<file path="src/design/i2cms_pkg.sv">
// ----------------------------------------------------------------------------
// i2cms_pkg
// shared types and codes of the i2c master transfer sequencer
// ----------------------------------------------------------------------------
package i2cms_pkg;

    localparam int FIFO_DEPTH_DEF = 16;

    // function codes of an input beat
    localparam logic [2:0] FN_PUSH  = 3'd0;
    localparam logic [2:0] FN_START = 3'd1;
    localparam logic [2:0] FN_EVENT = 3'd2;
    localparam logic [2:0] FN_POP   = 3'd3;
    localparam logic [2:0] FN_ERROR = 3'd4;

    // transfer phase
    localparam logic [1:0] PH_WRITE   = 2'd0;
    localparam logic [1:0] PH_POINTER = 2'd1;
    localparam logic [1:0] PH_DATA    = 2'd2;

    localparam logic [1:0] ACK_NONE = 2'd0;
    localparam logic [1:0] ACK_ACK  = 2'd1;
    localparam logic [1:0] ACK_NACK = 2'd2;

    localparam logic [1:0] IRQ_NONE = 2'd0;
    localparam logic [1:0] IRQ_EN   = 2'd1;
    localparam logic [1:0] IRQ_DIS  = 2'd2;

    localparam logic [7:0] READ_BIT = 8'h01;

    typedef struct packed {
        logic       push;
        logic       pop;
        logic [7:0] wdata;
    } t_fifo_req;

    typedef struct packed {
        logic full;
        logic empty;
    } t_fifo_stat;

endpackage

</file>
<file path="src/design/i2c_master_transfer_sequencer.sv">
// ----------------------------------------------------------------------------
// i2c_master_transfer_sequencer
// Master-side sequencer for I2C register writes and reads. Each input beat
// (byte push, start, bus event, byte pop, error) gives exactly one result
// beat with send, start/stop, ack and interrupt control and the port status.
// Bytes sit in a FIFO_DEPTH-entry memory with a registered read; the read
// happens as the beat is accepted and lands with the result, so a beat is
// accepted every cycle while not stalled and its result appears in the next
// cycle. The input stalls only while a result is held by a stalled output.
// ----------------------------------------------------------------------------
module i2c_master_transfer_sequencer #(
    parameter int FIFO_DEPTH = i2cms_pkg::FIFO_DEPTH_DEF
) (
    input  logic       i_clk,
    input  logic       i_rst_n,
    input  logic       i_in_valid,
    output logic       o_in_stall,
    input  logic [2:0] i_func,
    input  logic [7:0] i_dev_addr,
    input  logic       i_xfer_mode,
    input  logic [7:0] i_xfer_len,
    input  logic [7:0] i_data_byte,
    input  logic       i_ev_start_sent,
    input  logic       i_ev_addr_acked,
    input  logic       i_ev_byte_done,
    input  logic       i_ev_rx_full,
    input  logic       i_ev_tx_empty,
    input  logic [7:0] i_rx_byte,
    output logic       o_out_valid,
    input  logic       i_out_stall,
    output logic       o_send_valid,
    output logic [7:0] o_send_byte,
    output logic       o_start_req,
    output logic       o_stop_req,
    output logic [1:0] o_ack_ctrl,
    output logic [1:0] o_buf_irq_ctrl,
    output logic       o_port_status,
    output logic       o_read_valid,
    output logic [7:0] o_read_byte,
    output logic       o_fifo_fault
);
    import i2cms_pkg::*;

    logic       r_out_valid;
    logic       accept;
    logic       advance;
    t_fifo_req  fifo_req;
    t_fifo_stat fifo_stat;
    logic [7:0] fifo_rd_data;

    assign o_in_stall  = r_out_valid && i_out_stall;
    assign accept      = i_in_valid && !o_in_stall;
    assign advance     = !o_in_stall;
    assign o_out_valid = r_out_valid;

    always_ff @(posedge i_clk) begin
        if (!i_rst_n) begin
            r_out_valid <= 1'b0;
        end else if (advance) begin
            r_out_valid <= i_in_valid;
        end
    end

    i2cms_fifo #(
        .FIFO_DEPTH (FIFO_DEPTH)
    ) u_fifo (
        .i_clk     (i_clk),
        .i_rst_n   (i_rst_n),
        .i_req     (fifo_req),
        .o_stat    (fifo_stat),
        .o_rd_data (fifo_rd_data)
    );

    i2cms_ctrl u_ctrl (
        .i_clk           (i_clk),
        .i_rst_n         (i_rst_n),
        .i_accept        (accept),
        .i_advance       (advance),
        .i_func          (i_func),
        .i_dev_addr      (i_dev_addr),
        .i_xfer_mode     (i_xfer_mode),
        .i_xfer_len      (i_xfer_len),
        .i_data_byte     (i_data_byte),
        .i_ev_start_sent (i_ev_start_sent),
        .i_ev_addr_acked (i_ev_addr_acked),
        .i_ev_byte_done  (i_ev_byte_done),
        .i_ev_rx_full    (i_ev_rx_full),
        .i_ev_tx_empty   (i_ev_tx_empty),
        .i_rx_byte       (i_rx_byte),
        .i_fifo_stat     (fifo_stat),
        .i_fifo_rd_data  (fifo_rd_data),
        .o_fifo_req      (fifo_req),
        .o_send_valid    (o_send_valid),
        .o_send_byte     (o_send_byte),
        .o_start_req     (o_start_req),
        .o_stop_req      (o_stop_req),
        .o_ack_ctrl      (o_ack_ctrl),
        .o_buf_irq_ctrl  (o_buf_irq_ctrl),
        .o_port_status   (o_port_status),
        .o_read_valid    (o_read_valid),
        .o_read_byte     (o_read_byte),
        .o_fifo_fault    (o_fifo_fault)
    );

endmodule

</file>
<file path="src/design/i2cms_fifo.sv">
// ----------------------------------------------------------------------------
// i2cms_fifo
// byte fifo: one synchronous memory, write at tail, registered read at head
// ----------------------------------------------------------------------------
module i2cms_fifo #(
    parameter int FIFO_DEPTH = i2cms_pkg::FIFO_DEPTH_DEF
) (
    input  logic                   i_clk,
    input  logic                   i_rst_n,
    input  i2cms_pkg::t_fifo_req   i_req,
    output i2cms_pkg::t_fifo_stat  o_stat,
    output logic [7:0]             o_rd_data
);
    import i2cms_pkg::*;

    localparam int PW = (FIFO_DEPTH > 1) ? $clog2(FIFO_DEPTH) : 1;
    localparam int CW = $clog2(FIFO_DEPTH + 1);

    logic [7:0]    r_mem [FIFO_DEPTH];
    logic [7:0]    r_rd_data;
    logic [PW-1:0] r_head;
    logic [PW-1:0] r_tail;
    logic [CW-1:0] r_count;
    logic [PW-1:0] n_head;
    logic [PW-1:0] n_tail;
    logic [CW-1:0] n_count;

    function automatic logic [PW-1:0] wrap_inc(input logic [PW-1:0] idx);
        return (idx == PW'(FIFO_DEPTH - 1)) ? '0 : idx + PW'(1);
    endfunction

    assign o_stat.full  = (r_count == CW'(FIFO_DEPTH));
    assign o_stat.empty = (r_count == '0);
    assign o_rd_data    = r_rd_data;

    always_comb begin
        n_head  = i_req.pop  ? wrap_inc(r_head) : r_head;
        n_tail  = i_req.push ? wrap_inc(r_tail) : r_tail;
        n_count = r_count;
        if (i_req.push && !i_req.pop) begin
            n_count = r_count + CW'(1);
        end else if (i_req.pop && !i_req.push) begin
            n_count = r_count - CW'(1);
        end
    end

    always_ff @(posedge i_clk) begin
        if (!i_rst_n) begin
            r_head  <= '0;
            r_tail  <= '0;
            r_count <= '0;
        end else begin
            r_head  <= n_head;
            r_tail  <= n_tail;
            r_count <= n_count;
        end
    end

    always_ff @(posedge i_clk) begin
        if (i_req.push) begin
            r_mem[r_tail] <= i_req.wdata;
        end
        if (i_req.pop) begin
            r_rd_data <= r_mem[r_head];
        end
    end

endmodule

</file>
<file path="src/design/i2cms_ctrl.sv">
// ----------------------------------------------------------------------------
// i2cms_ctrl
// transfer state, bus event decode and the result stage
// ----------------------------------------------------------------------------
module i2cms_ctrl (
    input  logic                  i_clk,
    input  logic                  i_rst_n,
    input  logic                  i_accept,
    input  logic                  i_advance,
    input  logic [2:0]            i_func,
    input  logic [7:0]            i_dev_addr,
    input  logic                  i_xfer_mode,
    input  logic [7:0]            i_xfer_len,
    input  logic [7:0]            i_data_byte,
    input  logic                  i_ev_start_sent,
    input  logic                  i_ev_addr_acked,
    input  logic                  i_ev_byte_done,
    input  logic                  i_ev_rx_full,
    input  logic                  i_ev_tx_empty,
    input  logic [7:0]            i_rx_byte,
    input  i2cms_pkg::t_fifo_stat i_fifo_stat,
    input  logic [7:0]            i_fifo_rd_data,
    output i2cms_pkg::t_fifo_req  o_fifo_req,
    output logic                  o_send_valid,
    output logic [7:0]            o_send_byte,
    output logic                  o_start_req,
    output logic                  o_stop_req,
    output logic [1:0]            o_ack_ctrl,
    output logic [1:0]            o_buf_irq_ctrl,
    output logic                  o_port_status,
    output logic                  o_read_valid,
    output logic [7:0]            o_read_byte,
    output logic                  o_fifo_fault
);
    import i2cms_pkg::*;

    logic [1:0] r_phase;
    logic [7:0] r_remaining;
    logic       r_busy;
    logic [7:0] r_target;
    logic [1:0] n_phase;
    logic [7:0] n_remaining;
    logic       n_busy;
    logic [7:0] n_target;

    // result stage
    logic       r_send_lit_v;
    logic       r_send_mem;
    logic [7:0] r_send_lit;
    logic       r_start;
    logic       r_stop;
    logic [1:0] r_ack;
    logic [1:0] r_irq;
    logic       r_status;
    logic       r_read_v;
    logic       r_fault;

    logic       n_send_lit_v;
    logic [7:0] n_send_lit;
    logic       n_start;
    logic       n_stop;
    logic [1:0] n_ack;
    logic [1:0] n_irq;
    logic       want_push;
    logic       want_pop;
    logic [7:0] push_data;
    logic       pop_ok;
    logic       push_ok;

    always_comb begin
        n_phase      = r_phase;
        n_remaining  = r_remaining;
        n_busy       = r_busy;
        n_target     = r_target;
        n_send_lit_v = 1'b0;
        n_send_lit   = '0;
        n_start      = 1'b0;
        n_stop       = 1'b0;
        n_ack        = ACK_NONE;
        n_irq        = IRQ_NONE;
        want_push    = 1'b0;
        want_pop     = 1'b0;
        push_data    = i_data_byte;
        unique case (i_func)
            FN_PUSH: begin
                want_push = 1'b1;
            end
            FN_START: begin
                if (!r_busy) begin
                    n_target    = i_dev_addr;
                    n_phase     = i_xfer_mode ? PH_POINTER : PH_WRITE;
                    n_remaining = i_xfer_len;
                    n_busy      = 1'b1;
                    n_irq       = IRQ_EN;
                    n_ack       = (i_xfer_len > 8'd1) ? ACK_ACK : ACK_NACK;
                    n_start     = 1'b1;
                end
            end
            FN_EVENT: begin
                if (i_ev_start_sent) begin
                    n_send_lit_v = 1'b1;
                    n_send_lit   = (r_phase == PH_DATA) ? (r_target | READ_BIT) : r_target;
                end else if (i_ev_addr_acked) begin
                    if (r_phase == PH_WRITE) begin
                        want_pop = 1'b1;
                        if (r_remaining == '0) begin
                            n_stop = 1'b1;
                            n_busy = 1'b0;
                        end
                    end else if (r_phase == PH_DATA) begin
                        if (r_remaining == 8'd1) begin
                            n_irq  = IRQ_EN;
                            n_stop = 1'b1;
                        end
                    end else if (r_phase == PH_POINTER) begin
                        // register byte goes out, then a repeated start
                        want_pop = 1'b1;
                        n_start  = 1'b1;
                    end
                end else if (i_ev_byte_done) begin
                    if (r_phase == PH_WRITE && r_remaining == '0) begin
                        n_busy = 1'b0;
                    end else if (r_phase == PH_POINTER) begin
                        n_phase = PH_DATA;
                    end
                end else if (i_ev_rx_full && r_phase == PH_DATA) begin
                    if (r_remaining == 8'd1) begin
                        n_irq  = IRQ_DIS;
                        n_busy = 1'b0;
                    end else if (r_remaining == 8'd2) begin
                        n_ack  = ACK_NACK;
                        n_stop = 1'b1;
                    end
                    want_push = 1'b1;
                    push_data = i_rx_byte;
                    if (r_remaining != '0) begin
                        n_remaining = r_remaining - 8'd1;
                    end
                end else if (i_ev_tx_empty && r_phase == PH_WRITE) begin
                    if (r_remaining == '0) begin
                        n_irq  = IRQ_DIS;
                        n_stop = 1'b1;
                    end else begin
                        n_remaining = r_remaining - 8'd1;
                        want_pop    = 1'b1;
                    end
                end
            end
            FN_POP: begin
                want_pop = 1'b1;
            end
            FN_ERROR: begin
                n_stop = 1'b1;
                n_busy = 1'b0;
            end
            default: begin
            end
        endcase
    end

    assign pop_ok  = want_pop && !i_fifo_stat.empty;
    assign push_ok = want_push && !i_fifo_stat.full;

    assign o_fifo_req.push  = i_accept && push_ok;
    assign o_fifo_req.pop   = i_accept && pop_ok;
    assign o_fifo_req.wdata = push_data;

    always_ff @(posedge i_clk) begin
        if (!i_rst_n) begin
            r_phase     <= PH_WRITE;
            r_remaining <= '0;
            r_busy      <= 1'b0;
            r_target    <= '0;
        end else if (i_accept) begin
            r_phase     <= n_phase;
            r_remaining <= n_remaining;
            r_busy      <= n_busy;
            r_target    <= n_target;
        end
    end

    always_ff @(posedge i_clk) begin
        if (i_advance) begin
            r_send_lit_v <= n_send_lit_v;
            r_send_mem   <= pop_ok && (i_func != FN_POP);
            r_send_lit   <= n_send_lit;
            r_start      <= n_start;
            r_stop       <= n_stop;
            r_ack        <= n_ack;
            r_irq        <= n_irq;
            r_status     <= n_busy;
            r_read_v     <= pop_ok && (i_func == FN_POP);
            r_fault      <= (want_pop && !pop_ok) || (want_push && !push_ok);
        end
    end

    // popped byte arrives from the memory read register with the result
    assign o_send_valid   = r_send_lit_v || r_send_mem;
    assign o_send_byte    = r_send_mem ? i_fifo_rd_data : r_send_lit;
    assign o_start_req    = r_start;
    assign o_stop_req     = r_stop;
    assign o_ack_ctrl     = r_ack;
    assign o_buf_irq_ctrl = r_irq;
    assign o_port_status  = r_status;
    assign o_read_valid   = r_read_v;
    assign o_read_byte    = r_read_v ? i_fifo_rd_data : 8'd0;
    assign o_fifo_fault   = r_fault;

endmodule
</file>
<file path="config.mk">
export PLATFORM = sky130hd
export DESIGN_NAME = i2c_master_transfer_sequencer
export DESIGN_NICKNAME = d
export VERILOG_FILES = /design/src/design/i2cms_pkg.sv /design/src/design/i2c_master_transfer_sequencer.sv /design/src/design/i2cms_fifo.sv /design/src/design/i2cms_ctrl.sv
export SDC_FILE = /design/constraint.sdc
export NUM_CORES = 1
export LEC_CHECK = 0
export BUFFER_PORTS_ARGS = -buffer_cell sky130_fd_sc_hd__buf_2
export CAP_MARGIN = 40
export CORE_MARGIN = 2
export CORE_UTILIZATION = 55
export DETAILED_ROUTE_END_ITERATION = 12
export MAX_ROUTING_LAYER = met4
export PLACE_DENSITY = 0.74
export SYNTH_ARGS = -nofsm -noshare
export SYNTH_HDL_FRONTEND = slang
export SYNTH_SLANG_ARGS = --single-unit
</file>
<file path="constraint.sdc">
create_clock -name i_clk -period 5.7 [get_ports i_clk]
set_input_delay 0.57 -clock i_clk [delete_from_list [all_inputs] [get_ports i_clk]]
set_output_delay 0.57 -clock i_clk [all_outputs]
set_load 0.005 [all_outputs]
</file>
==> impl_metrics.env <==
export IMPL_fin_area_sq_um=9410
export IMPL_syn_nets=625
export IMPL_status="finished, final reports clean"
export IMPL_grt_max_degree=43
export IMPL_arrival_ns=4.22
export IMPL_layout_commonest_cell="edfxtp_1"
export IMPL_drc=0
export IMPL_synth_async_reset_ratio_pct=0
export IMPL_hpwlAfterDp_mm=11.3
export IMPL_finalHoldViolations=0
export IMPL_hold_depth=2
export IMPL_die_h_um=127
export IMPL_routed_wirelength_mm=16.9
export IMPL_post_cts_resized=0
export IMPL_fin_total_pwr_mw=2.83
export IMPL_synthesis_area_sq_um=8330
export IMPL_drv_cap=0
export IMPL_cellLeakagePower_nw=3.27
export IMPL_timing_final_max_slew_violations=0
export IMPL_antenna_left=0
export IMPL_numCtsBuffers=17
export IMPL_setup_slack_ns=1.83
export IMPL_layout_drive_gt1_share_pct=27.8
export IMPL_synthFlopType="edfxtp_1"
export IMPL_path_class="reg -> reg"
export IMPL_layout_common_cells="155 x edfxtp_1, 72 x buf_2, 52 x nand2_1"
export IMPL_synthCells=567
export IMPL_overflow=0
export IMPL_numPlacedInstances=796
export IMPL_pwr_density_cell_nw_per_um2=301
export IMPL_path_clk_slew_ns=0.07
export IMPL_min_period_over_period_pct=67.9
export IMPL_htreeDepth=4
export IMPL_start_util_pct=56.9
export IMPL_r2r_end="u_fifo.r_count[4]"
export IMPL_grt_pass1_wl_mm=26.8
export IMPL_tightest_slew_ns=0.913
export IMPL_place_area_sq_um=8810
export IMPL_cp_startpoint="u_ctrl.r_phase[1]"
export IMPL_hp_class="in -> reg"
export IMPL_synth_edff_count=155
export IMPL_synth_seq_cells=188
export IMPL_regArea_sq_um=5320
export IMPL_period_needed_ns=3.87
export IMPL_drt_iter0_drc=450
export IMPL_grt_use_total_pct=22.7
export IMPL_diodes=0
export IMPL_rows=44
export IMPL_setup_tns_ns=0
export IMPL_syn_area_per_cell_sq_um=14.7
export IMPL_drtPass1Iterations=5
export IMPL_vias=4962
export IMPL_nNetsFinal=689
export IMPL_clk_latency_ns=0.43
export IMPL_grt_setup_unrepaired="no"
export IMPL_rr_startpoint="u_ctrl.r_phase[1]"
export IMPL_grt_pass1_vias=4912
export IMPL_clock_skew_ns=0.0121
export IMPL_numPortBuffers=72
export IMPL_cts_setup_buffers=0
export IMPL_seq_area_frac_synth_pct=63.8
export IMPL_peakVddDrop_uv=295
export IMPL_multi_input_area_sq_um=2790
export IMPL_final_instance_count_excl_fill=828
export IMPL_numClockSinks=188
export IMPL_critPathRequiredTime_ns=6.05
export IMPL_synth_distinct_cells=65
export IMPL_io_pins=73
export IMPL_start_kind="flip-flop"
export IMPL_cts_tree="yes"
export IMPL_die_area_sq_um=16100
export IMPL_clock_tree_buffer_depth=2
export IMPL_setup_viol=0
export IMPL_gp_congestion=0.886
export IMPL_synth_warning_count=0
export IMPL_avgViaCountPerCell=5.99
export IMPL_worstPathMaxFanout=11
export IMPL_num_fill_cells=1055
export IMPL_whs_endpoint="o_out_valid"
export IMPL_post_route_util_pct=64.2
export IMPL_antenna_found_initial=0
export IMPL_hold_buffers=0
export IMPL_worstSetupEndpointType="flip-flop"
export IMPL_post_drt_wl_per_cell_um=20.4
export IMPL_core_area_sq_um=14600
export IMPL_synth_area_top_cells="edfxtp_1 56%, mux4_2 8.7%, dfxtp_1 7.9%"
export IMPL_hold_worst_slack_ns=0.367
export IMPL_cts_root_buf="clkbuf_16"
export IMPL_relSlewSlack_pct=38.9
export IMPL_rr_worst_depth=11
export IMPL_r2r_setup_slack_ns=1.83
export IMPL_worstHoldStart="i_in_valid"
export IMPL_synth_largest_area_cell="edfxtp_1"
export IMPL_fmax_mhz=258
export IMPL_die_w_um=127
export IMPL_synth_top_area_share_pct=55.9
export IMPL_post_place_ws_ns=1.43
export IMPL_syn_to_final_growth_pct=13.0
[synth_stat cells, types with 14 or more instances]
master and instances:
edfxtp_1 155, nand2_1 52, dfxtp_1 33, mux4_2 32
clkbuf_1 19, nor2_1 19, a21oi_1 17, mux2i_1 17
mux2_2 16, nor2b_1 16, nand3_1 14, o21ai_0 14
[flip-flops by register name, indices dropped and copies added (netlist names)]
| name | cells |
|---|---|
| u_ctrl.o_start_req | 1 |
| u_ctrl.o_port_status | 1 |
| u_ctrl.o_fifo_fault | 1 |
| u_ctrl.o_stop_req | 1 |
| u_ctrl.r_send_lit | 8 |
| u_fifo.r_head | 4 |
| o_out_valid | 1 |
| u_ctrl.r_target | 8 |
| u_ctrl.r_phase | 2 |
| u_fifo.r_tail | 4 |
| u_fifo.o_rd_data | 8 |
| u_ctrl.o_ack_ctrl | 2 |
| u_ctrl.r_send_lit_v | 1 |
| u_ctrl.o_read_valid | 1 |
| u_fifo.r_count | 5 |
| u_ctrl.o_buf_irq_ctrl | 2 |
| u_fifo.r_mem | 128 |
| u_ctrl.r_send_mem | 1 |
| u_ctrl.r_busy | 1 |
| u_ctrl.r_remaining | 8 |
[power breakdown]
part           internal, mW  leakage [nW]  switching [mW]
Clock                 0.625         0.288           0.538
Sequential             1.50          1.71          0.0148
Combinational        0.0673          1.27          0.0873
[routing by layer]
| layer | vias to the layer above | wire [um] | track usage [%] |
|---|---|---|---|
| li1 | 2309 | - | - |
| met1 | 2448 | 7750 | 31.5 |
| met2 | 181 | 7770 | 34.1 |
| met3 | 24 | 979 | 4.65 |
| met4 | 0 | 366 | 7.63 |
| met5 | - | 0 | - |
[cells by family after synthesis]
| family | after synthesis | synth area share (%) |
|---|---|---|
| simple gates | 162 | 10.3 |
| compound gates | 88 | 7.89 |
| xor+xnor | 4 | 0.421 |
| buf+inv | 47 | 2.63 |
| mux | 65 | 12.9 |
| flops | 188 | 63.8 |
| fa+ha+maj | 13 | 2.04 |
[layout make-up]
| cell class | count | share of cell area, % |
|---|---|---|
| Sequential cell | 188 | 56.5 |
| Multi-Input combinational cell | 332 | 29.7 |
| Timing Repair Buffer | 82 | 4.63 |
| Clock buffer | 17 | 4.52 |
| Tap cell | 184 | 2.45 |
| Clock inverter | 15 | 1.82 |
| Inverter | 10 | 0.399 |
[worst max-delay path, cell delays in order, from the launching register on]
cell	delay (ns)
dfxtp_1	0.50
and3b_1	0.27
nand3_1	0.51
a2111oi_4	0.80
ha_1	0.30
inv_1	0.11
fa_1	0.42
a21o_1	0.18
a21oi_1	0.17
xnor2_1	0.09
or3_1	0.29
a21boi_0	0.16
[worst max path at each step]
| stage | end | slack, ns | depth (start not counted) |
|---|---|---|---|
| after floorplan | u_fifo.r_count[4] | 2.22 | 13 |
| after global placement | u_fifo.r_count[4] | 1.50 | 12 |
| after detailed placement | u_fifo.r_count[4] | 1.43 | 12 |
| after CTS | u_fifo.r_count[4] | 1.82 | 11 |
| after global routing | u_fifo.r_count[4] | 1.58 | 11 |
| final | u_fifo.r_count[4] | 1.83 | 11 |
Note: power is estimated with default switching activity, not from simulation.
